File: src/design/tls_sni_filter_rst_injector_top_defines.svh
// ---------------------------------------------------------------------------
// Assertion macros for the server-name filter
// Concurrent assertion wrappers; they compile away when SYNTH is defined.
// ---------------------------------------------------------------------------
`ifndef TLS_SNI_FILTER_RST_INJECTOR_TOP_DEFINES_SVH
`define TLS_SNI_FILTER_RST_INJECTOR_TOP_DEFINES_SVH
`ifndef SYNTH
`define ASSERT_IMP(label, clk, rst, a, c) \
  label: assert property (@(posedge clk) disable iff (rst) (a) |-> (c)) \
    else $error("assertion failed");
`define ASSERT_NXT(label, clk, rst, a, c) \
  label: assert property (@(posedge clk) disable iff (rst) (a) |=> (c)) \
    else $error("assertion failed");
`else
`define ASSERT_IMP(label, clk, rst, a, c)
`define ASSERT_NXT(label, clk, rst, a, c)
`endif
`endif

File: src/design/tsf_pkg.sv
// ---------------------------------------------------------------------------
// Server-name filter package
// Payload types, register indexes and the record passed from parser to
// the reset frame generator.
// ---------------------------------------------------------------------------
package tsf_pkg;
  localparam int FRAME_BYTES = 1024;
  localparam int MAX_NAME_BYTES = 16;
  localparam int POS_W = $clog2(FRAME_BYTES + 1);
  localparam int RST_LEN = 54;
  localparam int QUEUE_DEPTH = 2;

  typedef struct packed {
    logic [7:0] frame_byte;
    logic       frame_end;
  } in_item_t;

  typedef struct packed {
    logic [7:0] reset_byte;
    logic       reset_end;
  } out_item_t;

  typedef enum logic [2:0] {
    REG_TARGET = 3'd0, REG_IDENT = 3'd1, REG_N0_LO = 3'd2, REG_N0_HI = 3'd3,
    REG_N0_LEN = 3'd4, REG_N1_LO = 3'd5, REG_N1_HI = 3'd6, REG_N1_LEN = 3'd7
  } reg_index_t;

  // One queued reset job: everything the generator needs.
  typedef struct packed {
    logic [47:0] server_mac;
    logic [47:0] client_mac;
    logic [31:0] server_ip;
    logic [31:0] client_ip;
    logic [15:0] client_port;
    logic [31:0] seq_num;
    logic [31:0] ack_num;
    logic [15:0] ident;
  } rst_job_t;
endpackage

File: src/design/tsf_parser.sv
// ---------------------------------------------------------------------------
// Frame parser
// Walks the received frame, checks headers and the server name, and posts
// a reset job at the end of a matching frame.
// ---------------------------------------------------------------------------
`include "tls_sni_filter_rst_injector_top_defines.svh"
module tsf_parser import tsf_pkg::*; (
  input  logic        clk,
  input  logic        rst,
  input  logic        in_valid,
  input  in_item_t    in_item,
  input  logic [31:0] target_address,
  input  logic [15:0] ident_value,
  input  logic [127:0] name0,
  input  logic [4:0]  len0,
  input  logic [127:0] name1,
  input  logic [4:0]  len1,
  output logic        job_valid,
  output rst_job_t    job
);
  logic [POS_W-1:0] pos;
  logic [47:0] mac0, mac1;
  logic [31:0] ip0, ip1, tn0, tn1;
  logic [15:0] cport;
  logic        hdr_ok;
  logic [7:0]  sid_len, cip_len, nm_len;
  logic [POS_W+1:0] nm_start;
  logic [1:0]  flags;
  logic [7:0]  b;
  logic [POS_W+1:0] p;
  logic [POS_W+1:0] cip_at, nm_at, nm_end;
  logic        in_range, live, match;
  logic [3:0]  j;
  logic [POS_W+1:0] jw;
  logic [7:0]  e0, e1;
  logic [1:0]  toff;

  assign b = in_item.frame_byte;
  assign p = {2'b00, pos};
  assign live = in_valid && (pos < POS_W'(FRAME_BYTES));
  assign cip_at = (POS_W+2)'(99) + {{(POS_W-6){1'b0}}, sid_len};
  assign nm_at = (POS_W+2)'(112) + {{(POS_W-6){1'b0}}, sid_len}
               + {{(POS_W-6){1'b0}}, cip_len};
  assign nm_end = nm_start + {{(POS_W-6){1'b0}}, nm_len};
  assign in_range = (nm_len != 8'd0) && (p >= nm_start) && (p < nm_end);
  assign jw = p - nm_start;
  assign j = jw[3:0];
  assign e0 = name0[8*j +: 8];
  assign e1 = name1[8*j +: 8];
  // Source address bytes 26..29 are compared most significant octet first.
  assign toff = 2'd1 - pos[1:0];

  // Final decision including this cycle's byte.
  logic        ok_n;
  logic [1:0]  fl_n;
  logic [7:0]  sid_n, cip_n, nl_n;
  logic [POS_W+1:0] ns_n;
  logic [POS_W-1:0] pos_n;
  always_comb begin
    ok_n = hdr_ok; fl_n = flags; sid_n = sid_len; cip_n = cip_len;
    nl_n = nm_len; ns_n = nm_start; pos_n = pos;
    if (live) begin
      pos_n = pos + 1'b1;
      if (p >= 26 && p < 30 && b != target_address[8*toff +: 8])
        ok_n = 1'b0;
      if ((p == 23 && b != 8'h06) || (p == 47 && b != 8'h18) ||
          (p == 54 && b != 8'h16) || (p == 59 && b != 8'h01))
        ok_n = 1'b0;
      if (p == 97) sid_n = b;
      else if (p == cip_at) cip_n = b;
      else if (p == nm_at) begin
        nl_n = b; ns_n = p + 1'b1;
      end else if (in_range) begin
        if (jw >= {{(POS_W-3){1'b0}}, len0} || jw >= MAX_NAME_BYTES || b != e0)
          fl_n[0] = 1'b0;
        if (jw >= {{(POS_W-3){1'b0}}, len1} || jw >= MAX_NAME_BYTES || b != e1)
          fl_n[1] = 1'b0;
      end
    end
    match = ok_n && ({2'b00, pos_n} >= (ns_n + {{(POS_W-6){1'b0}}, nl_n}))
      && (ns_n != '0) &&
      ((len0 != 0 && len0 <= MAX_NAME_BYTES && {3'b0, len0} == nl_n && fl_n[0]) ||
       (len1 != 0 && len1 <= MAX_NAME_BYTES && {3'b0, len1} == nl_n && fl_n[1]));
  end

  always_ff @(posedge clk) begin
    if (rst) begin
      pos <= '0; hdr_ok <= 1'b1; sid_len <= '0; cip_len <= '0; nm_len <= '0;
      nm_start <= '0; flags <= 2'b11; job_valid <= 1'b0;
      mac0 <= '0; mac1 <= '0; ip0 <= '0; ip1 <= '0; tn0 <= '0; tn1 <= '0;
      cport <= '0;
    end else begin
      job_valid <= 1'b0;
      if (live) begin
        if (p < 6) mac0 <= {mac0[39:0], b};
        else if (p < 12) mac1 <= {mac1[39:0], b};
        else if (p >= 26 && p < 30) ip0 <= {ip0[23:0], b};
        else if (p >= 30 && p < 34) ip1 <= {ip1[23:0], b};
        else if (p == 34 || p == 35) cport <= {cport[7:0], b};
        else if (p >= 38 && p < 42) tn0 <= {tn0[23:0], b};
        else if (p >= 42 && p < 46) tn1 <= {tn1[23:0], b};
      end
      if (in_valid && in_item.frame_end) begin
        pos <= '0; hdr_ok <= 1'b1; sid_len <= '0; cip_len <= '0; nm_len <= '0;
        nm_start <= '0; flags <= 2'b11;
        job_valid <= match;
      end else begin
        pos <= pos_n; hdr_ok <= ok_n; sid_len <= sid_n; cip_len <= cip_n;
        nm_len <= nl_n; nm_start <= ns_n; flags <= fl_n;
      end
    end
  end

  // Job fields come from the capture registers; the last byte of a frame
  // is far past the captured region, so registering them here is exact.
  always_ff @(posedge clk) begin
    job.server_mac  <= mac0;
    job.client_mac  <= mac1;
    job.server_ip   <= ip1;
    job.client_ip   <= ip0;
    job.client_port <= cport;
    job.seq_num     <= tn1;
    job.ack_num     <= tn0 + 32'd1;
    job.ident       <= ident_value;
  end

  `ASSERT_NXT(a_pos_clear, clk, rst, in_valid && in_item.frame_end, pos == '0)
  `ASSERT_IMP(a_pos_cap, clk, rst, 1'b1, pos <= POS_W'(FRAME_BYTES))
  `ASSERT_NXT(a_job_end, clk, rst, !(in_valid && in_item.frame_end), !job_valid)
endmodule

File: src/design/tsf_queue.sv
// ---------------------------------------------------------------------------
// Job queue
// Short FIFO of reset jobs between the parser and the generator.
// ---------------------------------------------------------------------------
module tsf_queue import tsf_pkg::*; (
  input  logic     clk,
  input  logic     rst,
  input  logic     push,
  input  rst_job_t push_job,
  input  logic     pop,
  output logic     not_empty,
  output logic     has_room,
  output rst_job_t head
);
  rst_job_t mem [QUEUE_DEPTH];
  logic [0:0] wp, rp;
  logic [1:0] cnt;

  assign not_empty = cnt != 2'd0;
  assign has_room = cnt < 2'(QUEUE_DEPTH);
  assign head = mem[rp];

  always_ff @(posedge clk) begin
    if (push) mem[wp] <= push_job;
  end
  always_ff @(posedge clk) begin
    if (rst) begin
      wp <= '0; rp <= '0; cnt <= '0;
    end else begin
      if (push) wp <= wp + 1'b1;
      if (pop) rp <= rp + 1'b1;
      cnt <= cnt + 2'(push) - 2'(pop);
    end
  end
endmodule

File: src/design/tsf_gen.sv
// ---------------------------------------------------------------------------
// Reset frame generator
// Computes the checksums of the head job and streams its 54 bytes.
// ---------------------------------------------------------------------------
`include "tls_sni_filter_rst_injector_top_defines.svh"
module tsf_gen import tsf_pkg::*; (
  input  logic      clk,
  input  logic      rst,
  input  logic      job_ready,
  input  rst_job_t  job,
  output logic      job_pop,
  output logic      out_valid,
  output out_item_t out_item,
  input  logic      out_stall
);
  typedef enum logic [2:0] {
    S_IDLE = 3'b001, S_SUM = 3'b010, S_SEND = 3'b100
  } state_t;
  state_t state;
  logic [5:0]  idx;
  logic [15:0] ip_ck, tcp_ck;
  logic [19:0] ip_sum, tcp_sum;
  logic [15:0] f1, f2;

  function automatic logic [15:0] fold(input logic [19:0] s);
    logic [16:0] t;
    logic [15:0] u;
    t = {1'b0, s[15:0]} + {13'd0, s[19:16]};
    u = t[15:0] + {15'd0, t[16]};
    return ~u;
  endfunction

  assign f1 = fold(ip_sum);
  assign f2 = fold(tcp_sum);

  always_ff @(posedge clk) begin
    if (state == S_IDLE) begin
      ip_sum <= 20'h4500 + 20'd40 + {4'd0, job.ident} + 20'h8006
        + {4'd0, job.server_ip[31:16]} + {4'd0, job.server_ip[15:0]}
        + {4'd0, job.client_ip[31:16]} + {4'd0, job.client_ip[15:0]};
      tcp_sum <= {4'd0, job.server_ip[31:16]} + {4'd0, job.server_ip[15:0]}
        + {4'd0, job.client_ip[31:16]} + {4'd0, job.client_ip[15:0]}
        + 20'd469 + {4'd0, job.client_port}
        + {4'd0, job.seq_num[31:16]} + {4'd0, job.seq_num[15:0]}
        + {4'd0, job.ack_num[31:16]} + {4'd0, job.ack_num[15:0]}
        + 20'h5014 + 20'hFAF0;
    end
    if (state == S_SUM) begin
      ip_ck <= f1; tcp_ck <= f2;
    end
  end

  logic [7:0] bsel;
  always_comb begin
    case (idx) inside
      [6'd0:6'd5]:   bsel = job.client_mac[8*(5-idx) +: 8];
      [6'd6:6'd11]:  bsel = job.server_mac[8*(11-idx) +: 8];
      6'd12: bsel = 8'h08;
      6'd14: bsel = 8'h45;
      6'd17: bsel = 8'h28;
      6'd18: bsel = job.ident[15:8];
      6'd19: bsel = job.ident[7:0];
      6'd22: bsel = 8'h80;
      6'd23: bsel = 8'h06;
      6'd24: bsel = ip_ck[15:8];
      6'd25: bsel = ip_ck[7:0];
      [6'd26:6'd29]: bsel = job.server_ip[8*(29-idx) +: 8];
      [6'd30:6'd33]: bsel = job.client_ip[8*(33-idx) +: 8];
      6'd34: bsel = 8'h01;
      6'd35: bsel = 8'hBB;
      6'd36: bsel = job.client_port[15:8];
      6'd37: bsel = job.client_port[7:0];
      [6'd38:6'd41]: bsel = job.seq_num[8*(41-idx) +: 8];
      [6'd42:6'd45]: bsel = job.ack_num[8*(45-idx) +: 8];
      6'd46: bsel = 8'h50;
      6'd47: bsel = 8'h14;
      6'd48: bsel = 8'hFA;
      6'd49: bsel = 8'hF0;
      6'd50: bsel = tcp_ck[15:8];
      6'd51: bsel = tcp_ck[7:0];
      default: bsel = 8'h00;
    endcase
  end

  logic load;
  assign load = (state == S_SEND) && (!out_valid || !out_stall);
  assign job_pop = load && (idx == 6'(RST_LEN - 1));

  always_ff @(posedge clk) begin
    if (rst) begin
      state <= S_IDLE; idx <= '0; out_valid <= 1'b0;
    end else begin
      // The output register stays full while stalled and refills on a load.
      out_valid <= load || (out_valid && out_stall);
      case (state)
        S_IDLE: if (job_ready) state <= S_SUM;
        S_SUM: state <= S_SEND;
        S_SEND: if (load) begin
          if (idx == 6'(RST_LEN - 1)) begin
            idx <= '0; state <= S_IDLE;
          end else idx <= idx + 1'b1;
        end
        default: state <= S_IDLE;
      endcase
    end
  end
  always_ff @(posedge clk) begin
    if (load) begin
      out_item.reset_byte <= bsel;
      out_item.reset_end <= idx == 6'(RST_LEN - 1);
    end
  end

  `ASSERT_IMP(a_idx_rng, clk, rst, 1'b1, idx < 6'(RST_LEN))
  `ASSERT_IMP(a_pop_send, clk, rst, job_pop, state == S_SEND && job_ready)
  `ASSERT_NXT(a_hold, clk, rst, out_valid && out_stall, out_valid && $stable(out_item))
endmodule

File: src/design/tls_sni_filter_rst_injector_top.sv
// ---------------------------------------------------------------------------
// TLS server-name filter with TCP reset injection
// Watches received frames for a ClientHello to a blocked host and emits a
// 54-byte TCP RST frame toward the client.
// ---------------------------------------------------------------------------
//  channel  | handshake             | payload
//  in       | in_valid / in_stall   | in_item  (frame_byte, frame_end)
//  out      | out_valid / out_stall | out_item (reset_byte, reset_end)
//  cfg      | APB psel/penable      | 64-bit registers at 8*index
//
// The front parser takes one frame byte every cycle unless in_stall is high.
// in_stall rises while both queue slots hold reset jobs, and in the cycle
// after the last byte of a matching frame, while its job is written into
// the queue. The back generator forms the checksums (sums in S_IDLE,
// folded in S_SUM) and then sends one byte per cycle as out_stall allows.
// Reset is synchronous; it clears control state and configuration registers.
module tls_sni_filter_rst_injector_top import tsf_pkg::*; (
  input  logic        clk,
  input  logic        rst,
  input  logic        in_valid,
  output logic        in_stall,
  input  in_item_t    in_item,
  output logic        out_valid,
  input  logic        out_stall,
  output out_item_t   out_item,
  input  logic        psel,
  input  logic        penable,
  input  logic        pwrite,
  input  logic [5:0]  paddr,
  input  logic [63:0] pwdata,
  output logic [63:0] prdata,
  output logic        pready
);
  logic [31:0]  target_address;
  logic [15:0]  ident_value;
  logic [127:0] name0, name1;
  logic [4:0]   len0, len1;
  reg_index_t   ridx;

  // Registers sit at eight-byte steps.
  assign ridx = reg_index_t'(paddr[5:3]);
  assign pready = 1'b1;

  always_ff @(posedge clk) begin
    if (rst) begin
      target_address <= '0; ident_value <= '0; name0 <= '0; name1 <= '0;
      len0 <= '0; len1 <= '0;
    end else if (psel && penable && pwrite) begin
      case (ridx)
        REG_TARGET: target_address <= pwdata[31:0];
        REG_IDENT:  ident_value <= pwdata[15:0];
        REG_N0_LO:  name0[63:0] <= pwdata;
        REG_N0_HI:  name0[127:64] <= pwdata;
        REG_N0_LEN: len0 <= pwdata[4:0];
        REG_N1_LO:  name1[63:0] <= pwdata;
        REG_N1_HI:  name1[127:64] <= pwdata;
        REG_N1_LEN: len1 <= pwdata[4:0];
        default: ;
      endcase
    end
  end

  always_comb begin
    case (ridx)
      REG_TARGET: prdata = {32'd0, target_address};
      REG_IDENT:  prdata = {48'd0, ident_value};
      REG_N0_LO:  prdata = name0[63:0];
      REG_N0_HI:  prdata = name0[127:64];
      REG_N0_LEN: prdata = {59'd0, len0};
      REG_N1_LO:  prdata = name1[63:0];
      REG_N1_HI:  prdata = name1[127:64];
      REG_N1_LEN: prdata = {59'd0, len1};
      default:    prdata = '0;
    endcase
  end

  logic     job_valid, not_empty, has_room, job_pop;
  rst_job_t job, head;
  logic     acc;

  // Stall while a job is being written into the queue, or the queue is full.
  assign in_stall = !has_room || job_valid;
  assign acc = in_valid && !in_stall;

  tsf_parser u_parser (
    .clk, .rst, .in_valid(acc), .in_item, .target_address, .ident_value,
    .name0, .len0, .name1, .len1, .job_valid, .job
  );

  tsf_queue u_queue (
    .clk, .rst, .push(job_valid), .push_job(job), .pop(job_pop),
    .not_empty, .has_room, .head
  );

  tsf_gen u_gen (
    .clk, .rst, .job_ready(not_empty), .job(head), .job_pop,
    .out_valid, .out_item, .out_stall
  );
endmodule

File: config.mk
export PLATFORM = sky130hd
export DESIGN_NAME = tls_sni_filter_rst_injector_top
export DESIGN_NICKNAME = d
export VERILOG_FILES = /design/src/design/tsf_pkg.sv /design/src/design/tsf_parser.sv /design/src/design/tsf_queue.sv /design/src/design/tsf_gen.sv /design/src/design/tls_sni_filter_rst_injector_top.sv
export VERILOG_INCLUDE_DIRS = /design/src /design/src/design
export SDC_FILE = /design/constraint.sdc
export NUM_CORES = 2
export LEC_CHECK = 0
export ABC_CLOCK_PERIOD_IN_PS = 19900
export BUFFER_PORTS_ARGS = -buffer_cell sky130_fd_sc_hd__buf_2
export CORE_MARGIN = 1
export CORE_UTILIZATION = 35
export DETAILED_ROUTE_END_ITERATION = 10
export SYNTH_ARGS = -nofsm -noshare
export SYNTH_HDL_FRONTEND = slang
export SYNTH_SLANG_ARGS = --single-unit
File: constraint.sdc
create_clock -name clk -period 19.9 [get_ports clk]
set_input_delay 3.98 -clock clk [delete_from_list [all_inputs] [get_ports clk]]
set_output_delay 3.98 -clock clk [all_outputs]
set_load 0.01 [all_outputs]
==> results.json <==
{
  "die_w_um": 437.5,
  "cts_hold_buf": 0,
  "numCtsBuffers": 156,
  "synth_cells": 6119,
  "avgViaCountPerCell": 5.207,
  "rows": 159,
  "grt_pass1_wl_mm": 282.3,
  "io_pins": 162,
  "ant_nets": 0,
  "postCtsSetupBuffers": 0,
  "postLayoutCoreUtil_pct": 39.84,
  "cts_buffer_depth": 3,
  "worstSkewPairLatency_ps": 790,
  "synth_area_um2": 66380,
  "vias": 45770,
  "async_reset_ff_share_pct": 0,
  "slew_headroom_pct": 14.61,
  "cts.sinks": 1469,
  "worst_pin_slew_ps": 1267,
  "synth-seq-cells": 1469,
  "hold_viol": 0,
  "period_minus_slack_ps": 11460,
  "violations": "design-rule violations",
  "portBuffers": 157,
  "post_drt_wl_per_cell_um": 21.60,
  "synthToLayoutAreaGrowth_pct": 12.83,
  "drive_gt1_share_pct": 12.60,
  "drtIter0Drc": 3861,
  "gp_congestion": 0.9485,
  "dp_hpwl_mm": 131.3,
  "grt_overflow": 0,
  "die_area_um2": 191400,
  "initial_core_util_pct": 35.31,
  "start_kind": "primary input",
  "yosys.area_share.simple_pct": 11.95,
  "fmaxAchievable_mhz": 87.26,
  "synth_edf_count": 592,
  "synth_nets": 6533,
  "grt_use_total_pct": 19.42,
  "fin_tns_setup_ps": 0,
  "dp.cells": 8486,
  "synth.area.mux_share_pct": 10.16,
  "first_pass_iters": 10,
  "rsz0062_at_grt": "false",
  "die-height_um": 437.5,
  "critPathArrivalTime_ps": 7480,
  "synthDistinctLibCells": 90,
  "hp-class": "register to register",
  "grt_max_degree": 206,
  "cts_resized": 0,
  "synth_compound_area_share_pct": 10.12,
  "remaining_drc_errors": 6,
  "design_area_um2": 74900,
  "leakage_nw": 27.22,
  "outcome": "complete, but fails checks",
  "synth_area_per_cell_um2": 10.85,
  "h-tree-depth": 4,
  "root_buffer": "clkbuf_16",
  "path_class": "primary input to output pin",
  "grt_pass1_vias": 44400,
  "antenna_found_initial": 32,
  "critPathCaptureType": "output pin",
  "ys.flop_type": "dfxtp_1",
  "instances_no_fill": 8791,
  "placed_area_um2": 69580,
  "clk_pin_slew_ps": 60,
  "maxCapViolCount": 0,
  "final-setup-viol-count": 0,
  "power.density_nw_per_um2": 82.95,
  "finalMaxSlewViolations": 0,
  "ys_seq_area_share_pct": 53.23,
  "worstPathRequired_ps": 15920,
  "synth_top_family_by_area": "simple AND/OR/NAND/NOR gates",
  "finalCritPeriodShare_pct": 57.59,
  "fin_nets": 6563,
  "synthAdderAreaFrac_pct": 7.879,
  "synth_xor_area_share_pct": 3.021,
  "core_area_um2": 188000,
  "fin_skew_ps": 38.61,
  "wirelength_mm": 189.9,
  "peakVddDrop_v": 0.00008084,
  "cp_max_fo": 53,
  "tritoncts": "done",
  "ys_warn_count": 0
}
==> area by class of cell <==
type / count / area (um2)
multi-input cells: 4035 / 28770
inverters: 255 / 957.2
well taps: 2495 / 3122
flip-flops and latches: 1469 / 35340
clock inverters: 70 / 832.0
repair buffers: 232 / 1396
clock buffers: 218 / 4439
diodes: 17 / 42.54
fillers: 17950 / 113100
==> cells by family after synthesis <==
family	count (synthesis)
adders and majority gates	328
and+or+nand+nor	1861
DFF	1469
xor gates and xnor gates	229
other	1
buffers and inverters	615
muxes	467
AOI/OAI and AO/OA	1149
==> synthesized netlist by cell type, types with 8 or more instances <==
cell / instances / area (um2)
or2_2: 12 / 75.07
o41ai_1: 8 / 70.07
edfxtp_1: 592 / 17780
a211oi_1: 15 / 112.6
nor2b_1: 61 / 381.6
a221oi_1: 23 / 201.4
clkbuf_1: 286 / 1074
xnor2_1: 146 / 1279
nand3_1: 73 / 365.4
a22o_1: 12 / 105.1
fa_1: 150 / 3003
nor3_1: 54 / 270.3
a21o_1: 32 / 240.2
mux2_2: 101 / 1137
and2_1: 18 / 112.6
a21oi_1: 700 / 3503
xor2_1: 83 / 727.0
mux4_2: 155 / 3491
or3_1: 15 / 93.84
a22oi_1: 87 / 653.1
o21ai_1: 14 / 70.07
nor2_1: 251 / 942.2
inv_1: 253 / 949.7
mux2i_1: 207 / 2072
and4_1: 8 / 70.07
buf_1: 24 / 90.09
nand2_1: 1215 / 4561
o21bai_1: 10 / 75.07
nor4_1: 23 / 143.9
dfxtp_1: 877 / 17560
a311oi_1: 9 / 78.83
and3_1: 32 / 200.2
buf_4: 10 / 75.07
nand4_1: 29 / 181.4
o31ai_1: 12 / 90.09
nand2b_1: 27 / 168.9
buf_2: 37 / 185.2
o22ai_1: 13 / 81.33
o21a_1: 14 / 105.1
o21ai_0: 110 / 550.5
a31oi_1: 13 / 81.33
o221ai_1: 9 / 78.83
ha_1: 178 / 2227
o211ai_1: 18 / 135.1
==> per-layer routing <==
| metal | track usage [%] | share of wire (%) | routed length [um] | vias to the layer above |
|---|---|---|---|---|
| met5 | 0 | 0.065 | 124 | - |
| met1 | 24.94 | 42 | 79760 | 22450 |
| li1 | - | - | - | 21500 |
| met3 | 3.125 | 5.6 | 10620 | 366 |
| met4 | 8.843 | 4.6 | 8712 | 20 |
| met2 | 32.06 | 48 | 90640 | 1438 |
==> worst max-delay path, cell delays in order <==
cell and delay, ps:
buf_2 80, buf_4 630, nor2b_1 720, buf_4 360, a32oi_1 170, a21oi_1 190
nor2_1 50, a21oi_1 890, buf_2 290
==> state kept, by name (all words and copies together), names as in the netlist, 11 cells and up, named ones only <==
signal	flops
u_gen.tcp_ck	16
u_parser.ip1	32
ident_value	16
u_parser.cport	16
u_queue.mem	512
u_gen.ip_sum	19
name1	128
u_parser.tn0	32
name0	128
u_parser.ip0	32
u_gen.tcp_sum	20
u_parser.pos	11
target_address	32
u_gen.ip_ck	16
u_parser.mac0	48
u_parser.tn1	32
u_parser.job	256
u_parser.mac1	48
u_parser.nm_start	13
==> report_power, final <==
part / leakage (nW) / switching [mW] / internal (mW) / total, mW
Sequential: 12.6 / 0.00702 / 3.12 / 3.12
Clock: 2.56 / 1.24 / 1.70 / 2.93
Combinational: 12.1 / 0.116 / 0.0421 / 0.159
==> layout by cell type, fill, tap and decap left out, drive strengths merged, types with 87 or more instances in the layout <==
cell type	count
edfxtp	592
a22oi	87
clkbuf	218
a21oi	700
xnor2	146
buf	232
nor2	252
o21ai	124
mux4	155
mux2	105
fa	150
inv	261
nand2	1215
dfxtp	877
ha	178
mux2i	207
==> through the flow <==
step | hold slack [ps] | setup WS, ps | total power, mW
after floorplan | 330.5 | 7384 | 3.273
after global placement | 334.4 | 8597 | 3.343
after detailed placement | 336.2 | 8535 | 3.346
after CTS | 328.9 | 8534 | 6.274
after global routing | 332.1 | 8473 | 6.402
final | 324.4 | 8440 | 6.213
==> worst paths after layout <==
path | from | end | slack, ps | cells past startpoint
max | paddr[3] | prdata[3] | 8440 | 9
min | u_parser.ip1[25] | u_parser.job[153] | 320 | 0
max reg2reg | register | u_gen.tcp_sum[16] | 11520 | 21
min reg2reg | u_parser.ip1[25] | u_parser.job[153] | 320 | 0
(Power assumes the default switching activity.)
